$ cat config.mk
export PLATFORM = sky130hd
export DESIGN_NAME = window_min_max_average_core
export DESIGN_NICKNAME = d
export VERILOG_FILES = /design/src/design/wmma_pkg.sv /design/src/design/wmma_div.sv /design/src/design/window_min_max_average_core.sv
export SDC_FILE = /design/constraint.sdc
export NUM_CORES = 2
export LEC_CHECK = 0
export ABC_AREA = 1
export BUFFER_PORTS_ARGS = -buffer_cell sky130_fd_sc_hd__buf_2
export CAP_MARGIN = 20
export CORE_UTILIZATION = 30
export CTS_CLUSTER_DIAMETER = 100
export CTS_CLUSTER_SIZE = 14
export DETAILED_ROUTE_END_ITERATION = 12
export GPL_TIMING_DRIVEN = 0
export PLACE_DENSITY_LB_ADDON = 0.25
export SYNTH_ARGS = -nofsm -noshare
export SYNTH_HDL_FRONTEND = slang
export SYNTH_SLANG_ARGS = --single-unit
$ cat constraint.sdc
create_clock -name clk -period 7.5 [get_ports clk]
set_clock_uncertainty 0.15 [all_clocks]
set_input_delay 1.875 -clock clk [delete_from_list [all_inputs] [get_ports clk]]
set_output_delay 1.875 -clock clk [all_outputs]
set_load 0.005 [all_outputs]
$ cat src/design/wmma_pkg.sv
// Shared constants for the sliding-window minimum, maximum and average block.
package wmma_pkg;

	// Window ring geometry.
	localparam int DEPTH = 64;
	localparam int ADDR_W = $clog2(DEPTH);
	localparam int SCAN_W = ADDR_W + 1;

	// Sample and statistic widths.
	localparam int SAMPLE_W = 32;
	localparam int STAT_W = SAMPLE_W - 1;
	localparam int COUNT_W = $clog2(DEPTH + 1);
	localparam int SUM_W = STAT_W + ADDR_W;

	// Iterative divider: quotient bits produced per cycle and cycle count.
	localparam int QUOT_W = 32;
	localparam int HEAD_W = SUM_W - QUOT_W;
	localparam int DIV_STEPS = 4;
	localparam int DIV_ITERS = QUOT_W / DIV_STEPS;
	localparam int ITER_W = $clog2(DIV_ITERS);

endpackage

$ cat src/design/wmma_div.sv
// Iterative restoring divider that turns the window sum and count into the average.
module wmma_div import wmma_pkg::*; (
	input  logic               clk,
	input  logic               arst_n,
	input  logic               start,
	input  logic [SUM_W-1:0]   dividend,
	input  logic [COUNT_W-1:0] divisor,
	output logic               busy,
	output logic [QUOT_W-1:0]  quotient
);

	logic               busy_q;
	logic [ITER_W-1:0]  iter_q;
	logic [COUNT_W-1:0] divisor_q;
	logic [COUNT_W-1:0] rem_q;
	logic [QUOT_W-1:0]  num_q;
	logic [COUNT_W-1:0] rem_next;
	logic [QUOT_W-1:0]  num_next;

	// Several quotient bits per cycle; the remainder stays below the divisor,
	// so each partial remainder fits in one bit more than the count.
	always_comb begin
		logic [COUNT_W:0] part;
		rem_next = rem_q;
		num_next = num_q;
		for (int i = 0; i < DIV_STEPS; i++) begin
			part = {rem_next, num_next[QUOT_W-1]};
			if (part >= {1'b0, divisor_q}) begin
				rem_next = COUNT_W'(part - {1'b0, divisor_q});
				num_next = {num_next[QUOT_W-2:0], 1'b1};
			end else begin
				rem_next = part[COUNT_W-1:0];
				num_next = {num_next[QUOT_W-2:0], 1'b0};
			end
		end
	end

	// Iteration control.
	always_ff @(posedge clk or negedge arst_n) begin
		if (!arst_n) begin
			busy_q <= 1'b0;
			iter_q <= '0;
		end else if (start) begin
			busy_q <= 1'b1;
			iter_q <= '0;
		end else if (busy_q) begin
			iter_q <= iter_q + 1'b1;
			if (iter_q == ITER_W'(DIV_ITERS - 1)) begin
				busy_q <= 1'b0;
			end
		end
	end

	// Operand and partial result registers. The top bits of the sum are
	// always below the count, so they seed the remainder directly.
	always_ff @(posedge clk) begin
		if (start) begin
			divisor_q <= divisor;
			rem_q     <= COUNT_W'(dividend[SUM_W-1:QUOT_W]);
			num_q     <= dividend[QUOT_W-1:0];
		end else if (busy_q) begin
			rem_q <= rem_next;
			num_q <= num_next;
		end
	end

	assign busy     = busy_q;
	assign quotient = num_q;

endmodule

$ cat src/design/window_min_max_average_core.sv
// Sliding window of timing samples with count, minimum, maximum and average.
//
// Usage: each request on the sample channel (sample_valid high, sample_stall
// low) writes one signed Q16.16 sample into a 64-entry ring, replacing the
// oldest entry. The block then reads the whole ring from its memory, one
// entry per cycle, and keeps count, sum, minimum and maximum of the strictly
// positive entries. An iterative divider producing four quotient bits per
// cycle forms the truncated average. One result request follows on the
// result channel (result_valid, result_stall).
// The memory scan uses the one read port; the divider is skipped when no
// entry is positive. sample_stall is high while a sample is being processed,
// from acceptance until its result is loaded into the output register, so
// the block takes no new sample before it is through with the last one.
// The result sits in an output register, so a new sample is taken while the
// previous result waits; if the receiver still stalls when the next result
// is ready, the block holds it and keeps sample_stall high.
// Reset: all ring entries read as zero (per-entry valid flags are cleared),
// the write slot returns to entry zero and no result is pending.
module window_min_max_average_core import wmma_pkg::*; (
	input  logic               clk,
	input  logic               arst_n,
	input  logic               sample_valid,
	output logic               sample_stall,
	input  logic [SAMPLE_W-1:0] sample,
	output logic               result_valid,
	input  logic               result_stall,
	output logic [STAT_W-1:0]  average,
	output logic [STAT_W-1:0]  minimum,
	output logic [STAT_W-1:0]  maximum,
	output logic [COUNT_W-1:0] positive_count
);

	localparam logic [2:0] ST_IDLE = 3'd0;
	localparam logic [2:0] ST_SCAN = 3'd1;
	localparam logic [2:0] ST_DIVS = 3'd2;
	localparam logic [2:0] ST_DIVW = 3'd3;
	localparam logic [2:0] ST_FIN  = 3'd4;

	logic [2:0]          state_q;
	logic [ADDR_W-1:0]   wr_ptr_q;
	logic [DEPTH-1:0]    vld_q;
	logic [SCAN_W-1:0]   rd_addr_q;
	logic                rd_en_s1;
	logic                ent_vld_s1;
	logic [SAMPLE_W-1:0] rd_data_s1;
	logic [SAMPLE_W-1:0] window_mem [DEPTH];

	logic [COUNT_W-1:0]  count_q;
	logic [SUM_W-1:0]    sum_q;
	logic [STAT_W-1:0]   lo_q;
	logic [STAT_W-1:0]   hi_q;

	logic                out_vld_q;
	logic [STAT_W-1:0]   avg_q;
	logic [STAT_W-1:0]   min_q;
	logic [STAT_W-1:0]   max_q;
	logic [COUNT_W-1:0]  cnt_q;

	logic                accept;
	logic                scan_issue;
	logic                scan_last;
	logic                div_start;
	logic                div_busy;
	logic [QUOT_W-1:0]   div_quot;
	logic                load_out;
	logic [SAMPLE_W-1:0] entry;
	logic                entry_pos;

	assign accept     = sample_valid && (state_q == ST_IDLE);
	assign scan_issue = (state_q == ST_SCAN) && (rd_addr_q != SCAN_W'(DEPTH));
	assign scan_last  = (state_q == ST_SCAN) && (rd_addr_q == SCAN_W'(DEPTH));
	assign div_start  = (state_q == ST_DIVS) && (count_q != '0);
	assign load_out   = (state_q == ST_FIN) && (!out_vld_q || !result_stall);

	// Window memory: one write port for new samples, one registered read port.
	always_ff @(posedge clk) begin
		if (accept) begin
			window_mem[wr_ptr_q] <= sample;
		end
		rd_data_s1 <= window_mem[rd_addr_q[ADDR_W-1:0]];
	end

	// Entry valid flags stand in for clearing the memory at reset.
	always_ff @(posedge clk or negedge arst_n) begin
		if (!arst_n) begin
			vld_q      <= '0;
			wr_ptr_q   <= '0;
			ent_vld_s1 <= 1'b0;
			rd_en_s1   <= 1'b0;
		end else begin
			if (accept) begin
				vld_q[wr_ptr_q] <= 1'b1;
				wr_ptr_q        <= wr_ptr_q + 1'b1;
			end
			ent_vld_s1 <= vld_q[rd_addr_q[ADDR_W-1:0]];
			rd_en_s1   <= scan_issue;
		end
	end

	assign entry     = ent_vld_s1 ? rd_data_s1 : '0;
	assign entry_pos = (entry != '0) && !entry[SAMPLE_W-1];

	// Sequencer for write, scan, divide and result hand-off.
	always_ff @(posedge clk or negedge arst_n) begin
		if (!arst_n) begin
			state_q   <= ST_IDLE;
			rd_addr_q <= '0;
		end else begin
			unique case (state_q)
				ST_IDLE: begin
					if (accept) begin
						state_q   <= ST_SCAN;
						rd_addr_q <= '0;
					end
				end
				ST_SCAN: begin
					if (scan_last) begin
						state_q <= ST_DIVS;
					end else begin
						rd_addr_q <= rd_addr_q + 1'b1;
					end
				end
				ST_DIVS: begin
					state_q <= (count_q != '0) ? ST_DIVW : ST_FIN;
				end
				ST_DIVW: begin
					if (!div_busy) begin
						state_q <= ST_FIN;
					end
				end
				ST_FIN: begin
					if (load_out) begin
						state_q <= ST_IDLE;
					end
				end
				default: begin
					state_q <= ST_IDLE;
				end
			endcase
		end
	end

	// Running statistics over the positive entries of the scan.
	always_ff @(posedge clk) begin
		if (accept) begin
			count_q <= '0;
			sum_q   <= '0;
			lo_q    <= '1;
			hi_q    <= '0;
		end else if (rd_en_s1 && entry_pos) begin
			count_q <= count_q + 1'b1;
			sum_q   <= sum_q + SUM_W'(entry[STAT_W-1:0]);
			if (entry[STAT_W-1:0] < lo_q) begin
				lo_q <= entry[STAT_W-1:0];
			end
			if (entry[STAT_W-1:0] > hi_q) begin
				hi_q <= entry[STAT_W-1:0];
			end
		end
	end

	wmma_div u_div (
		.clk      (clk),
		.arst_n   (arst_n),
		.start    (div_start),
		.dividend (sum_q),
		.divisor  (count_q),
		.busy     (div_busy),
		.quotient (div_quot)
	);

	// Output register valid flag.
	always_ff @(posedge clk or negedge arst_n) begin
		if (!arst_n) begin
			out_vld_q <= 1'b0;
		end else if (load_out) begin
			out_vld_q <= 1'b1;
		end else if (!result_stall) begin
			out_vld_q <= 1'b0;
		end
	end

	// Output payload; an empty window reports all zeros.
	always_ff @(posedge clk) begin
		if (load_out) begin
			cnt_q <= count_q;
			avg_q <= (count_q != '0) ? div_quot[STAT_W-1:0] : '0;
			min_q <= (count_q != '0) ? lo_q : '0;
			max_q <= hi_q;
		end
	end

	assign sample_stall   = (state_q != ST_IDLE);
	assign result_valid   = out_vld_q;
	assign average        = avg_q;
	assign minimum        = min_q;
	assign maximum        = max_q;
	assign positive_count = cnt_q;

`ifndef ASSERT_OFF
	a_accept_scans: assert property (@(posedge clk) disable iff (!arst_n)
		sample_valid && !sample_stall |=> state_q == ST_SCAN)
		else $error("accepted sample did not start a scan");

	a_div_nonzero: assert property (@(posedge clk) disable iff (!arst_n)
		state_q == ST_DIVW |-> count_q != '0)
		else $error("divider running with a zero count");

	a_min_le_max: assert property (@(posedge clk) disable iff (!arst_n)
		result_valid |-> minimum <= maximum)
		else $error("result minimum above maximum");

	a_count_range: assert property (@(posedge clk) disable iff (!arst_n)
		result_valid |-> positive_count <= COUNT_W'(DEPTH))
		else $error("positive count beyond window depth");

	a_avg_bounds: assert property (@(posedge clk) disable iff (!arst_n)
		result_valid && positive_count != '0 |-> average >= minimum && average <= maximum)
		else $error("average outside minimum and maximum");
`endif

endmodule

==> impl_metrics.csv <==
group,metric,value,unit
outcome,outcome,"complete, no violations",
finish,n_fill_cell,31600,
detailed_routing,first_pass_iters,8,
logic_synthesis,yosys_warnings,0,
detailed_routing,route.detailed.drc,0,
sta,worst_pin_slew,1.30,ns
finish,syn_to_final_growth,15.6,%
logic_synthesis,synth_top_cell_by_area,"edfxtp_1",
die,fp.dieArea,330000,sq um
die,ios,138,
die,fp.dieW,574,um
finish,layout-drive-gt1-share,9.50,%
cts,clkLatencyLatePin,0.93,ns
power,p_leak,38.2,nW
sta,hold_viol,0,
finish,multiInputGateArea,24600,sq um
logic_synthesis,synth_top_area_share,66.9,%
logic_synthesis,async_reset_ff_share,3.60,%
detailed_routing,routedWlPerCell,31.3,um
logic_synthesis,synth-edff-count,2192,
cts,tritoncts,"done",
flow_run,maxCapViolations,0,
detailed_routing,viasPerCell,5.53,
detailed_routing,finalWirelength,404,mm
logic_synthesis,syn_area,98300,sq um
sta,period_share,92.7,%
die,num_rows,209,
detailed_routing,vias,71300,
worst_setup_path,crit_top_cell,"nand2_1",
worst_setup_path,crit_fanout,10,
finish,register_area,70800,sq um
finish,layout.nets,8633,
sta,fin_ws,0.546,ns
grt,grt_pass1_wl,546,mm
cts,clockBufferDepth,4,
worst_setup_path,critical_path_arrival,7.42,ns
grt,overflow,0,
die,coreArea,325000,sq um
grt,grt_pass1_vias,67000,
sta,setup_viol,0,
worst_setup_path,r2r_cells,46,
worst_setup_path,crit_path_top_delay_cell,"edfxtp_1",
logic_synthesis,synth-seq-area-share,72.0,%
cts,cts.sinks,2419,
placed_design,dp_hpwl,285,mm
sta,holdWs,0.281,ns
sta,fmaxAchievable,144,MHz
die,start_util,30.2,%
worst_setup_path,end_kind,"flop",
detailed_routing,drtAntennaViolNets,0,
power,pwr_density_cell,429,nW/um^2
cts,holdBufCountCts,0,
sta,relSlewSlack,13.3,%
logic_synthesis,avgSynthCellArea,12.4,sq um
cts,cts_root_buf,"clkbuf_16",
grt,antenna_found_initial,49,
placed_design,place_ws,-0.155,ns
placed_design,portBuffers,137,
worst_setup_path,cpPeakStageDelay,0.49,ns
min_path,hp-class,"reg2reg",
grt,track_usage,23.7,%
power,ir_drop,606,uV
worst_setup_path,crit_required,7.97,ns
sta,rsz0062_at_grt,"false",
logic_synthesis,synthCells,7958,
placed_design,place_congestion,0.948,
sta,min_period,6.95,ns
grt,grt_max_degree,65,
detailed_routing,drt-initial-drc-count,11000,
logic_synthesis,synthDistinctLibCells,62,
cts,cts-buffers-inserted,199,
die,die_h,574,um
logic_synthesis,synth_fp_nets,8126,
min_path,holdPathStages,0,
sta,maxSlewViolCount,0,
logic_synthesis,synth_area_leaders,"edfxtp_1 (67%), o21ai_0 (6.0%), nor2_1 (4.5%), dfxtp_1 (2.9%), nand2_1 (2.7%)",
logic_synthesis,ys.flop_type,"edfxtp_1",
cts,clk_pin_slew,0.07,ns
cts,h-tree-depth,4,
worst_setup_path,critical_path_class,"reg2reg",
worst_setup_path,worstSetupStartpointType,"flop",
logic_synthesis,synth-seq-cells,2419,
==> sequential cells by signal, indices dropped and copies added (netlist names), 31 cells and up <==
signal	cells
window_mem	2048
vld_q	64
sum_q	37
rd_data_s1	32
u_div.quotient	32
average	31
hi_q	31
lo_q	31
maximum	31
minimum	31
==> cell usage after synthesis, types with 6 or more instances <==
master       n
a21oi_1    235
a31oi_1     15
xor2_1      24
o211ai_1    61
nor2_1    1181
o211ai_2     7
nand3_1    321
buf_1       38
o22ai_1    310
inv_1      352
or2_2       33
o21bai_1     8
nand2_1    719
dfxtp_1    140
inv_2        8
edfxtp_1  2192
buf_6       11
nand4_1     93
o221ai_1   203
buf_4        6
dfrtp_1     87
o21ai_0   1184
ha_1       127
clkbuf_1   336
nor4_1       8
o21ai_1     31
nand2_2      7
xnor2_1     14
nor3_1      25
buf_2      114
==> layer usage <==
layer  part of all wire, %  vias to the layer above  global-route usage [%]
li1                      -                    30200                       -
met1                    39                    36000                    31.0
met2                    43                     4208                    35.8
met3                    11                      835                    6.26
met4                   6.2                       28                    12.8
met5                  0.12                        -                       0
==> repair_timing <==
action,in CTS,in global routing
setup endpoints to repair,6,8
gates cloned,0,0
buffers inserted,1,4
resized for setup,4,15
pin swaps,0,1
==> placed cells by master (no fill, tap or decap), drive strengths merged, types with 3 or more instances in the layout <==
cell type / synthesis / layout
dfrtp: 87 / 87
o21ai: 1219 / 1219
edfxtp: 2192 / 2192
nand3: 326 / 326
nor2: 1185 / 1185
a21boi: 5 / 5
a21oi: 237 / 237
buf: 169 / 475
diode: 0 / 16
o22ai: 310 / 310
or2: 34 / 34
a21o: 5 / 5
o21bai: 8 / 8
a31oi: 15 / 15
inv: 361 / 373
clkinv: 2 / 6
and3: 3 / 3
nand4: 93 / 93
dfxtp: 140 / 140
xnor2: 14 / 14
clkbuf: 336 / 595
nand2: 730 / 730
xor2: 24 / 24
o21a: 3 / 3
o211ai: 68 / 68
a32o: 4 / 4
nor4: 8 / 8
ha: 127 / 127
o221ai: 203 / 203
fa: 5 / 5
nor3: 25 / 25
a22o: 5 / 5
==> through the flow <==
step	TNS (ns)	util (%)	total power (W)	cells	area, sq um
2_1_floorplan	0	-	0.0285	7958	98300
5_1_grt	0	35.0	0.0507	12900	114000
4_1_cts	0	34.9	0.0482	12900	114000
3_5_place_dp	-0.548	33.3	0.0385	12600	108000
3_3_place_gp	-928.70	32.1	0.0382	12400	104000
6_report	0	35.0	0.0488	12900	114000
==> cell type report <==
class,count,area share [%]
Antenna cell,16,0.0352
Buffer,505,1.89
Clock buffer,259,4.62
Clock inverter,16,0.147
Inverter,363,1.20
Multi-Input combinational cell,4671,21.6
Sequential cell,2419,62.3
Tap cell,4325,4.76
Timing Repair Buffer,306,3.49
==> path summary, 6_finish.rpt <==
path                                    startpoint             end  slack, ns
worst max-delay path            u_div.divisor_q[0]  u_div.rem_q[3]       0.55
worst min-delay path                      hi_q[11]     maximum[11]       0.28
worst max register to register  u_div.divisor_q[0]  u_div.rem_q[3]       0.55
worst min register to register            hi_q[11]     maximum[11]       0.28
max in group asynchronous                   arst_n       vld_q[50]       5.56
min in group asynchronous                   arst_n      state_q[0]       0.86
==> cells by family after synthesis <==
group / Yosys count / share of synthesized area [%]
muxes: 1 / 0.0115
AOI/OAI and AO/OA: 2092 / 12.2
xor gates and xnor gates: 38 / 0.338
buffers and inverters: 868 / 3.57
and+or+nand+nor: 2408 / 10.1
DFF: 2419 / 72.0
adders and majority gates: 132 / 1.72
==> where the power goes <==
group	internal [W]	leakage [nW]	switching, W
Sequential	0.0159	21.9	0.000540
Clock	0.00488	2.63	0.00492
Combinational	0.00586	13.7	0.0167
Total	0.0266	38.2	0.0222
==> critical path: cells and delay by family (launching register included) <==
| family | cells | cell delay, ns |
|---|---|---|
| buf+inv | 5 | 0.45 |
| compound gates | 7 | 0.84 |
| mux | 1 | 0.39 |
| simple gates | 28 | 2.73 |
| fa+ha+maj | 5 | 1.62 |
| flops | 1 | 0.49 |
Note: power is estimated with default switching activity, not from simulation.
